**config.mk**
```make
export PLATFORM = sky130hd
export DESIGN_NAME = wheel_speed_light_controller_top
export DESIGN_NICKNAME = d
export VERILOG_FILES = /design/src/rtl/wslc_pkg.sv /design/src/rtl/wslc_power.sv /design/src/rtl/wslc_rate.sv /design/src/rtl/wslc_display.sv /design/src/rtl/wheel_speed_light_controller_top.sv
export VERILOG_INCLUDE_DIRS = /design/src /design/src/rtl
export SDC_FILE = /design/constraint.sdc
export NUM_CORES = 1
export LEC_CHECK = 0
export BUFFER_PORTS_ARGS = -buffer_cell sky130_fd_sc_hd__buf_2
export CAP_MARGIN = 0
export CORE_MARGIN = 4
export CORE_UTILIZATION = 35
export DETAILED_ROUTE_END_ITERATION = 8
export GPL_TIMING_DRIVEN = 0
export PLACE_DENSITY = 0.6
export SETUP_SLACK_MARGIN = 0.05
export SYNTH_ARGS = -nofsm -noshare
export SYNTH_HDL_FRONTEND = slang
export SYNTH_SLANG_ARGS = --single-unit
export TNS_END_PERCENT = 10
```
**constraint.sdc**
```tcl
create_clock -name clock -period 14.9 [get_ports clock]
set_clock_uncertainty 0.05 [all_clocks]
set_input_delay 2.98 -clock clock [delete_from_list [all_inputs] [get_ports clock]]
set_output_delay 2.98 -clock clock [all_outputs]
set_load 0.005 [all_outputs]
```
**src/rtl/wheel_speed_light_controller_top_macros.svh**
```systemverilog
// ----------------------------------------------------------------------------
// Wheel speed light controller assertion macros
// Shared concurrent assertion forms, sampled on the rising clock edge and
// disabled while reset is high.
// ----------------------------------------------------------------------------
`ifndef WHEEL_SPEED_LIGHT_CONTROLLER_TOP_MACROS_SVH
`define WHEEL_SPEED_LIGHT_CONTROLLER_TOP_MACROS_SVH

// Same-cycle implication.
`define WSLC_ASSERT_NOW(label, ante, cons, msg) \
   label: assert property (@(posedge clock) disable iff (reset) (ante) |-> (cons)) \
      else $error(msg);

// Next-cycle implication.
`define WSLC_ASSERT_NEXT(label, ante, cons, msg) \
   label: assert property (@(posedge clock) disable iff (reset) (ante) |=> (cons)) \
      else $error(msg);

`endif

```
**src/rtl/wslc_pkg.sv**
```systemverilog
// ----------------------------------------------------------------------------
// Wheel speed light controller package
// Shared types, register codes and reset values of the controller.
// ----------------------------------------------------------------------------
package wslc_pkg;

   // Field and counter widths.
   localparam int RateWidth   = 8;
   localparam int IndexWidth  = 5;
   localparam int SetWidth    = 2;
   localparam int CsrIdxWidth = 3;
   localparam int CsrDataWidth = 12;

   // Register reset values.
   localparam logic [9:0]  WINDOW_LENGTH_RESET    = 10'd300;
   localparam logic [11:0] HOLD_TICKS_RESET       = 12'd1000;
   localparam logic [7:0]  ON_THRESHOLD_RESET     = 8'd3;
   localparam logic [7:0]  RESUME_THRESHOLD_RESET = 8'd5;
   localparam logic [7:0]  FAST_THRESHOLD_RESET   = 8'd60;
   localparam logic [7:0]  MEDIUM_THRESHOLD_RESET = 8'd30;
   localparam logic [7:0]  DELAY_BASE_RESET       = 8'd25;

   // Configuration register indexes.
   typedef enum logic [CsrIdxWidth-1:0] {
      CSR_WINDOW_LENGTH    = 3'd0,
      CSR_HOLD_TICKS       = 3'd1,
      CSR_ON_THRESHOLD     = 3'd2,
      CSR_RESUME_THRESHOLD = 3'd3,
      CSR_FAST_THRESHOLD   = 3'd4,
      CSR_MEDIUM_THRESHOLD = 3'd5,
      CSR_DELAY_BASE       = 3'd6
   } csr_index_type;

   // Pattern table selection.
   typedef enum logic [SetWidth-1:0] {
      SET_SLOW   = 2'd0,
      SET_MEDIUM = 2'd1,
      SET_FAST   = 2'd2,
      SET_IDLE   = 2'd3
   } pattern_set_type;

   // Power state machine.
   typedef enum logic [1:0] {
      PWR_OFF  = 2'd0,
      PWR_ON   = 2'd1,
      PWR_HOLD = 2'd2
   } power_state_type;

   // Sensor edge detector.
   typedef enum logic [1:0] {
      EDGE_IDLE     = 2'd0,
      EDGE_RISE     = 2'd1,
      EDGE_WAITFALL = 2'd2
   } edge_state_type;

   // Display sequencer.
   typedef enum logic {
      DSP_WAIT   = 1'b0,
      DSP_SCROLL = 1'b1
   } display_state_type;

   // Power machine status after the current tick.
   typedef struct packed {
      logic on;
      logic idle;
   } power_status_type;

   // Rate window status after the current tick.
   typedef struct packed {
      logic                 strobe;
      logic [RateWidth-1:0] rate;
   } rate_status_type;

   // Display sequencer result for the current tick.
   typedef struct packed {
      logic                  scroll;
      logic [SetWidth-1:0]   pset;
      logic [IndexWidth-1:0] pidx;
   } display_status_type;

endpackage

```
**src/rtl/wslc_power.sv**
```systemverilog
// ----------------------------------------------------------------------------
// Wheel speed light controller power machine
// Off, on and hold-off states driven by the latched pulse rate.
// ----------------------------------------------------------------------------
module wslc_power (
   input  logic                             clock,
   input  logic                             reset,
   input  logic                             step,
   input  logic [wslc_pkg::RateWidth-1:0]   rate,
   input  logic [7:0]                       on_threshold,
   input  logic [7:0]                       resume_threshold,
   input  logic [11:0]                      hold_ticks,
   output wslc_pkg::power_status_type       status
);

   localparam logic [12:0] HoldMax = 13'h1FFF;

   wslc_pkg::power_state_type state_ff, state_in;
   logic [12:0] hold_count_ff, hold_count_in;
   logic        hold_clear;
   logic [12:0] hold_base;
   logic [12:0] hold_limit;

   assign hold_limit = {1'b0, hold_ticks};

   // Next state.
   always_comb begin
      state_in   = state_ff;
      hold_clear = 1'b0;
      case (state_ff)
         wslc_pkg::PWR_OFF: begin
            if (rate >= on_threshold) state_in = wslc_pkg::PWR_ON;
         end
         wslc_pkg::PWR_ON: begin
            if (rate < on_threshold) state_in = wslc_pkg::PWR_HOLD;
         end
         wslc_pkg::PWR_HOLD: begin
            if (hold_count_ff < hold_limit && rate > resume_threshold) begin
               state_in   = wslc_pkg::PWR_ON;
               hold_clear = 1'b1;
            end else if (hold_count_ff > hold_limit) begin
               state_in   = wslc_pkg::PWR_OFF;
               hold_clear = 1'b1;
            end
         end
         default: begin
            state_in = wslc_pkg::PWR_OFF;
         end
      endcase
   end

   // Hold counter counts every tick spent in hold-off, saturating.
   always_comb begin
      hold_base     = hold_clear ? 13'd0 : hold_count_ff;
      hold_count_in = hold_base;
      if (state_in == wslc_pkg::PWR_HOLD && hold_base != HoldMax) begin
         hold_count_in = hold_base + 13'd1;
      end
   end

   // Status outputs.
   always_comb begin
      status.on   = (state_in != wslc_pkg::PWR_OFF);
      status.idle = (state_in == wslc_pkg::PWR_HOLD);
   end

   always_ff @(posedge clock) begin
      if (reset) begin
         state_ff      <= wslc_pkg::PWR_OFF;
         hold_count_ff <= 13'd0;
      end else if (step) begin
         state_ff      <= state_in;
         hold_count_ff <= hold_count_in;
      end
   end

endmodule

```
**src/rtl/wslc_rate.sv**
```systemverilog
// ----------------------------------------------------------------------------
// Wheel speed light controller rate window
// Counts sensor rising edges and latches the tally once per window.
// ----------------------------------------------------------------------------
module wslc_rate (
   input  logic                             clock,
   input  logic                             reset,
   input  logic                             step,
   input  logic                             sensor_active,
   input  logic [9:0]                       window_length,
   output logic [wslc_pkg::RateWidth-1:0]   rate_now,
   output wslc_pkg::rate_status_type        status
);

   wslc_pkg::edge_state_type edge_ff, edge_in;
   logic [7:0]  tally_ff, tally_in;
   logic [7:0]  tally_inc;
   logic [10:0] elapsed_ff, elapsed_in;
   logic [7:0]  latched_ff, latched_in;
   logic        strobe;

   // Edge detector next state.
   always_comb begin
      edge_in = edge_ff;
      case (edge_ff)
         wslc_pkg::EDGE_IDLE:     if (sensor_active) edge_in = wslc_pkg::EDGE_RISE;
         wslc_pkg::EDGE_RISE:     edge_in = wslc_pkg::EDGE_WAITFALL;
         wslc_pkg::EDGE_WAITFALL: if (!sensor_active) edge_in = wslc_pkg::EDGE_IDLE;
         default:                 edge_in = wslc_pkg::EDGE_IDLE;
      endcase
   end

   // Tally and window counter.
   always_comb begin
      tally_inc = tally_ff;
      if (edge_in == wslc_pkg::EDGE_RISE && tally_ff != 8'hFF) begin
         tally_inc = tally_ff + 8'd1;
      end
      strobe = (elapsed_ff > {1'b0, window_length});
      if (strobe) begin
         latched_in = tally_inc;
         tally_in   = 8'd0;
         elapsed_in = 11'd0;
      end else begin
         latched_in = latched_ff;
         tally_in   = tally_inc;
         elapsed_in = elapsed_ff + 11'd1;
      end
   end

   assign rate_now      = latched_ff;
   assign status.strobe = strobe;
   assign status.rate   = latched_in;

   always_ff @(posedge clock) begin
      if (reset) begin
         edge_ff    <= wslc_pkg::EDGE_IDLE;
         tally_ff   <= 8'd0;
         elapsed_ff <= 11'd0;
         latched_ff <= 8'd0;
      end else if (step) begin
         edge_ff    <= edge_in;
         tally_ff   <= tally_in;
         elapsed_ff <= elapsed_in;
         latched_ff <= latched_in;
      end
   end

endmodule

```
**src/rtl/wslc_display.sv**
```systemverilog
// ----------------------------------------------------------------------------
// Wheel speed light controller display sequencer
// Paces scroll beats by a speed dependent delay and picks table and entry.
// ----------------------------------------------------------------------------
module wslc_display #(
   parameter int RIDE_PATTERN_LAST = 22,
   parameter int IDLE_PATTERN_LAST = 3
) (
   input  logic                             clock,
   input  logic                             reset,
   input  logic                             step,
   input  wslc_pkg::power_status_type       power,
   input  logic [wslc_pkg::RateWidth-1:0]   rate,
   input  logic [7:0]                       delay_base,
   input  logic [7:0]                       fast_threshold,
   input  logic [7:0]                       medium_threshold,
   output wslc_pkg::display_status_type     status
);

   localparam logic [8:0] WaitMax = 9'h1FF;
   localparam logic [wslc_pkg::IndexWidth-1:0] RideLast =
      wslc_pkg::IndexWidth'(RIDE_PATTERN_LAST);
   localparam logic [wslc_pkg::IndexWidth-1:0] IdleLast =
      wslc_pkg::IndexWidth'(IDLE_PATTERN_LAST);

   wslc_pkg::display_state_type state_ff, state_in;
   logic [8:0]                      wait_ff, wait_in;
   logic [wslc_pkg::IndexWidth-1:0] index_ff, index_in;
   logic [7:0]                      delay;
   logic [wslc_pkg::SetWidth-1:0]   speed_set;
   logic                            scroll;

   // Delay floors at zero; table by speed.
   always_comb begin
      delay = (delay_base > rate) ? (delay_base - rate) : 8'd0;
      if (rate > fast_threshold) begin
         speed_set = wslc_pkg::SET_FAST;
      end else if (rate > medium_threshold) begin
         speed_set = wslc_pkg::SET_MEDIUM;
      end else begin
         speed_set = wslc_pkg::SET_SLOW;
      end
   end

   // Next state; frozen while the system is off.
   always_comb begin
      state_in = state_ff;
      wait_in  = wait_ff;
      index_in = index_ff;
      scroll   = 1'b0;
      if (power.on) begin
         case (state_ff)
            wslc_pkg::DSP_WAIT: begin
               if (wait_ff >= {1'b0, delay}) begin
                  scroll   = 1'b1;
                  state_in = wslc_pkg::DSP_SCROLL;
                  wait_in  = 9'd0;
                  if (power.idle) begin
                     index_in = (index_ff < IdleLast) ? index_ff + 1'b1 : '0;
                  end else begin
                     index_in = (index_ff < RideLast) ? index_ff + 1'b1 : '0;
                  end
               end else if (wait_ff != WaitMax) begin
                  wait_in = wait_ff + 9'd1;
               end
            end
            default: begin
               state_in = wslc_pkg::DSP_WAIT;
               if (wait_ff != WaitMax) wait_in = wait_ff + 9'd1;
            end
         endcase
      end
   end

   // Result fields; zero when no scroll happens.
   always_comb begin
      status.scroll = scroll;
      status.pset   = '0;
      status.pidx   = '0;
      if (scroll) begin
         status.pset = power.idle ? wslc_pkg::SET_IDLE : speed_set;
         status.pidx = index_in;
      end
   end

   always_ff @(posedge clock) begin
      if (reset) begin
         state_ff <= wslc_pkg::DSP_WAIT;
         wait_ff  <= 9'd0;
         index_ff <= '0;
      end else if (step) begin
         state_ff <= state_in;
         wait_ff  <= wait_in;
         index_ff <= index_in;
      end
   end

endmodule

```
**src/rtl/wheel_speed_light_controller_top.sv**
```systemverilog
// Path: a tick moves from the input register to the result register, shown on rsp.
// Throughput: one tick per clock; both the input register and the result register
// advance together, so only rsp_tready low stalls the input side.
// Reset: synchronous, active high; clears all sequencer state, empties both
// registers and loads the configuration registers with their default values.
`include "wheel_speed_light_controller_top_macros.svh"
// ----------------------------------------------------------------------------
// Wheel speed light controller top level
// Input register, power, rate and display logic, and the result register.
// ----------------------------------------------------------------------------
module wheel_speed_light_controller_top #(
   parameter int RIDE_PATTERN_LAST = 22,
   parameter int IDLE_PATTERN_LAST = 3
) (
   input  logic                                clock,
   input  logic                                reset,
   // Tick input: [0] sensor_active, [7:1] zero.
   input  logic                                req_tvalid,
   output logic                                req_tready,
   input  logic [7:0]                          req_tdata,
   // Result: [0] system_on, [1] holding_off, [2] window_strobe, [10:3] rate_count,
   // [11] scroll_strobe, [13:12] pattern_set, [18:14] pattern_index,
   // [19] clear_strip, [23:20] zero.
   output logic                                rsp_tvalid,
   input  logic                                rsp_tready,
   output logic [23:0]                         rsp_tdata,
   // Configuration write port.
   input  logic                                csr_we,
   input  logic [wslc_pkg::CsrIdxWidth-1:0]    csr_index,
   input  logic [wslc_pkg::CsrDataWidth-1:0]   csr_wdata
);

   // Configuration registers.
   logic [9:0]  window_length_ff;
   logic [11:0] hold_ticks_ff;
   logic [7:0]  on_threshold_ff;
   logic [7:0]  resume_threshold_ff;
   logic [7:0]  fast_threshold_ff;
   logic [7:0]  medium_threshold_ff;
   logic [7:0]  delay_base_ff;

   always_ff @(posedge clock) begin
      if (reset) begin
         window_length_ff    <= wslc_pkg::WINDOW_LENGTH_RESET;
         hold_ticks_ff       <= wslc_pkg::HOLD_TICKS_RESET;
         on_threshold_ff     <= wslc_pkg::ON_THRESHOLD_RESET;
         resume_threshold_ff <= wslc_pkg::RESUME_THRESHOLD_RESET;
         fast_threshold_ff   <= wslc_pkg::FAST_THRESHOLD_RESET;
         medium_threshold_ff <= wslc_pkg::MEDIUM_THRESHOLD_RESET;
         delay_base_ff       <= wslc_pkg::DELAY_BASE_RESET;
      end else if (csr_we) begin
         case (wslc_pkg::csr_index_type'(csr_index))
            wslc_pkg::CSR_WINDOW_LENGTH:    window_length_ff    <= csr_wdata[9:0];
            wslc_pkg::CSR_HOLD_TICKS:       hold_ticks_ff       <= csr_wdata;
            wslc_pkg::CSR_ON_THRESHOLD:     on_threshold_ff     <= csr_wdata[7:0];
            wslc_pkg::CSR_RESUME_THRESHOLD: resume_threshold_ff <= csr_wdata[7:0];
            wslc_pkg::CSR_FAST_THRESHOLD:   fast_threshold_ff   <= csr_wdata[7:0];
            wslc_pkg::CSR_MEDIUM_THRESHOLD: medium_threshold_ff <= csr_wdata[7:0];
            wslc_pkg::CSR_DELAY_BASE:       delay_base_ff       <= csr_wdata[7:0];
            default: ;
         endcase
      end
   end

   // Input register and handshake.
   logic in_valid_ff;
   logic sensor_ff;
   logic rsp_valid_ff;
   logic step;

   assign step       = in_valid_ff && (!rsp_valid_ff || rsp_tready);
   assign req_tready = !in_valid_ff || step;

   always_ff @(posedge clock) begin
      if (reset) begin
         in_valid_ff <= 1'b0;
      end else if (req_tready) begin
         in_valid_ff <= req_tvalid;
      end
   end

   always_ff @(posedge clock) begin
      if (req_tvalid && req_tready) begin
         sensor_ff <= req_tdata[0];
      end
   end

   // Tick logic.
   wslc_pkg::power_status_type   power;
   wslc_pkg::rate_status_type    rate;
   wslc_pkg::display_status_type display;
   logic [wslc_pkg::RateWidth-1:0] rate_now;

   wslc_power u_power (
      .clock            (clock),
      .reset            (reset),
      .step             (step),
      .rate             (rate_now),
      .on_threshold     (on_threshold_ff),
      .resume_threshold (resume_threshold_ff),
      .hold_ticks       (hold_ticks_ff),
      .status           (power)
   );

   wslc_rate u_rate (
      .clock         (clock),
      .reset         (reset),
      .step          (step),
      .sensor_active (sensor_ff),
      .window_length (window_length_ff),
      .rate_now      (rate_now),
      .status        (rate)
   );

   wslc_display #(
      .RIDE_PATTERN_LAST (RIDE_PATTERN_LAST),
      .IDLE_PATTERN_LAST (IDLE_PATTERN_LAST)
   ) u_display (
      .clock            (clock),
      .reset            (reset),
      .step             (step),
      .power            (power),
      .rate             (rate.rate),
      .delay_base       (delay_base_ff),
      .fast_threshold   (fast_threshold_ff),
      .medium_threshold (medium_threshold_ff),
      .status           (display)
   );

   // Result register.
   logic [23:0] rsp_data_ff;
   logic [23:0] rsp_data_in;

   assign rsp_data_in = {4'd0, !power.on, display.pidx, display.pset, display.scroll,
                         rate.rate, rate.strobe, power.idle, power.on};

   always_ff @(posedge clock) begin
      if (reset) begin
         rsp_valid_ff <= 1'b0;
      end else if (step) begin
         rsp_valid_ff <= 1'b1;
      end else if (rsp_tready) begin
         rsp_valid_ff <= 1'b0;
      end
   end

   always_ff @(posedge clock) begin
      if (step) begin
         rsp_data_ff <= rsp_data_in;
      end
   end

   assign rsp_tvalid = rsp_valid_ff;
   assign rsp_tdata  = rsp_data_ff;

   // Checks.
   `WSLC_ASSERT_NOW(a_hold_implies_on, rsp_valid_ff && rsp_data_ff[1], rsp_data_ff[0] && !rsp_data_ff[19], "holding off while the system is off")
   `WSLC_ASSERT_NOW(a_no_scroll_zero, rsp_valid_ff && !rsp_data_ff[11], rsp_data_ff[18:12] == 7'd0, "pattern fields set without a scroll beat")
   `WSLC_ASSERT_NOW(a_idle_set, rsp_valid_ff && rsp_data_ff[11] && rsp_data_ff[1], rsp_data_ff[13:12] == wslc_pkg::SET_IDLE, "hold-off scroll not using the idle table")
   `WSLC_ASSERT_NEXT(a_in_held, in_valid_ff && !step, in_valid_ff && $stable(sensor_ff), "stalled tick lost from the input register")

endmodule

```
==> summary.txt <==
Worst path slowest cell -> o21ai_0
Routed WL -> 21300 µm
Largest cells by area after synthesis -> dfxtp_1, ha_1, edfxtp_1
Fraction of layout cells with a size suffix above 1 -> 8.99%
Clk root buf -> clkbuf_16
Hold crit path type -> flop to flop
Port Buffers -> 42
Post-synth top area share -> 30.7%
CP required -> 15.19 ns
Max Transition Viols Final -> 0
Overflow left after global routing -> 0
Worst-path clk slew -> 0.06 ns
Dpl cell area -> 8590 µm²
Initial antenna violation count -> 0
Crit path top cell by count -> a21oi_1
Worst rel slew slack -> 18.3%
EDFF count, synth -> 21
Cts repair resizes -> 0
Critical Path Fanout Max -> 10
Crit path kind -> flop to flop
Period Utilization, post-route -> 45.8%
Worst path depth -> 30
Design area -> 9180 µm²
Synth area leader -> dfxtp_1
Antenna-violating nets left -> 0
Main synth FF type -> dfxtp_1
Core Region -> 22600 µm²
Hold Fails Final Rpt -> 0
Clock Latency Late Sink -> 0.43 ns
Slew @ Worst Pin -> 1.21 ns
CTS tree -> yes
Flop pwr share -> 45.3%
Clk sinks -> 144
Fraction of registers with async set/reset -> 0%
Worst-case clock buffer depth -> 2
VDD IR max -> 0.0000701 V
Clock power frac -> 47.3%
Ports -> 54
Syn avg cell area -> 8.47 µm²
Max cap viols -> 0
HP Start -> resume_threshold_ff[3]
RR Endpoint -> u_display.index_ff[4]
Worst Hold Endpoint -> resume_threshold_ff[3]
Synth Instances -> 946
Status -> completed
Final Util -> 40.7%
Total number of vias -> 6878
WP data arrival -> 7.11 ns
Initial Utilization -> 35.5%
Min Tclk post-route -> 6.82 ns
Yosys warns -> 0
Switching Fraction -> 25.4%
Inserted Clock Buffers -> 17
Leakage power -> 3.85 nW
Die Span Y -> 159 µm
Vias per cell -> 5.26
Count leader, synth -> nand2_1
Achievable Freq -> 0.147 GHz
Crit end category -> flop
Hold Crit Depth -> 2
Diode count -> 0
Pint -> 0.671 mW
Vias in the first global route -> 6580
WL/cell -> 16.3 µm
Switching pwr -> 0.229 mW
Largest net degree at the start of global routing -> 30
Hold buffer count at CTS -> 0
Worst r2r src -> window_length_ff[1]
Unrepaired setup endpoints after global routing -> no
CP peak stage delay -> 0.58 ns
DRT iter0 DRCs -> 302
Worst Path Buf+Inv -> 4
Post-DP HPWL -> 15700 µm
Placement Rows -> 55
Setup bufs post-CTS -> 0
Critical Path Start Type -> flop
Register area share after synthesis -> 38.6%
Post-layout nets -> 1114
Worst reg2reg setup slack -> 8.08 ns
Logic pwr share -> 7.4%
Cell variety after synth -> 62
Total negative slack -> 0 ns
Power per cell area -> 97.9 nW/µm²
Family with the most delay on the worst path -> compound AO/OA/AOI/OAI gates
Drt pass-1 iters -> 4
GP Congestion -> 0.828
R2R depth -> 30
Die W -> 159 µm
Mapped Area -> 8020 µm²
Drc violations -> 0
Final setup vio count -> 0
Synth top cells by count -> nand2_1, dfxtp_1, ha_1, inv_1
Die area -> 25400 µm²
#FFs+latches synth -> 144
All-Layer GR Usage -> 16.9%
H-tree depth -> 4
Layout area overhead -> 14.6%
Hold Slack -> 0.405 ns
First-pass GRT wire length -> 34300 µm
per-stage QoR:
step	setup WS (ns)	power (mW)	cells
2_1_floorplan	8.62	0.456	949
3_3_place_gp	8.14	0.482	1276
3_5_place_dp	8.10	0.482	1276
4_1_cts	8.07	0.907	1308
5_1_grt	7.49	0.933	1308
6_report	8.08	0.899	1308
cell type report:
type	instances	area, µm²
Fill cell	2301	13400
Multi-Input combinational cell	693	4500
Sequential cell	144	3090
Clock buffer	19	464
Tap cell	285	357
Inverter	75	284
Timing Repair Buffer	42	210
Buffer	37	155
Clock inverter	13	124
routing by layer:
metal / part of all wire [%] / global-route usage [%] / routed length [µm] / vias up
li1: - / - / - / 3469
met1: 47 / 22.0 / 9930 / 3259
met2: 49 / 29.1 / 10400 / 121
met3: 3.1 / 2.43 / 656 / 29
met4: 1.5 / 4.93 / 321 / 0
met5: 0 / 0 / 0 / -
power by group through the flow:
| stage | Clock, mW | Sequential [mW] | Combinational (mW) |
|---|---|---|---|
| after global placement | 0 | 0.416 | 0.0652 |
| after CTS | 0.433 | 0.408 | 0.0667 |
| after detailed placement | 0 | 0.416 | 0.0663 |
| after global routing | 0.451 | 0.409 | 0.0742 |
| final | 0.425 | 0.408 | 0.0662 |
| after floorplan | 0 | 0.415 | 0.0410 |
layout by cell type, fill, tap and decap left out, drive strengths merged, types with 8 or more instances in the layout:
cell | netlist | routed
nand2b | 9 | 9
nand2 | 139 | 139
edfxtp | 21 | 21
nor3 | 20 | 20
o21bai | 10 | 10
mux2i | 20 | 20
o21ai | 33 | 33
a21oi | 69 | 69
and3 | 17 | 17
clkbuf | 29 | 48
nor2b | 12 | 12
ha | 75 | 75
buf | 8 | 50
nand4 | 16 | 16
xnor2 | 18 | 18
inv | 75 | 79
nand3 | 44 | 44
xor2 | 13 | 13
dfxtp | 123 | 123
nor2 | 69 | 69
o211ai | 23 | 23
a21o | 11 | 11
o21a | 8 | 8
registers in the layout (all words and copies together), names as in the netlist, 9 cells and up:
name / cells
hold_ticks_ff: 12
u_power.hold_count_ff: 13
window_length_ff: 10
u_display.wait_ff: 9
rsp_tdata: 20
u_rate.elapsed_ff: 11
cell families (layout without fill, tap and decap cells):
group / after synthesis / count (layout) / share of synthesized area [%]
and+or+nand+nor: 361 / 361 / 21.3
AOI/OAI and AO/OA: 200 / 200 / 16.6
DFF: 144 / 144 / 38.6
buffers and inverters: 112 / 186 / 5.46
adders and majority gates: 76 / 76 / 12.0
xor gates and xnor gates: 31 / 31 / 3.39
muxes: 21 / 21 / 2.64
other: 1 / 4 / 0.0468
how the worst max path moves through the flow:
stage	to	startpoint	slack, ns
floorplan	req_tready	rsp_tready	8.62
global placement	u_display.index_ff[4]	window_length_ff[1]	8.14
detailed placement	u_display.index_ff[4]	window_length_ff[1]	8.10
CTS	u_display.index_ff[4]	window_length_ff[1]	8.07
global route	u_display.index_ff[4]	window_length_ff[1]	7.49
finish	u_display.index_ff[4]	window_length_ff[1]	8.08
tightest hold or removal path, cell delays in order (launching register included):
cell and delay (ns):
dfxtp_1 0.31, nand2_1 0.05, a21oi_1 0.05
(Power assumes the default switching activity.)
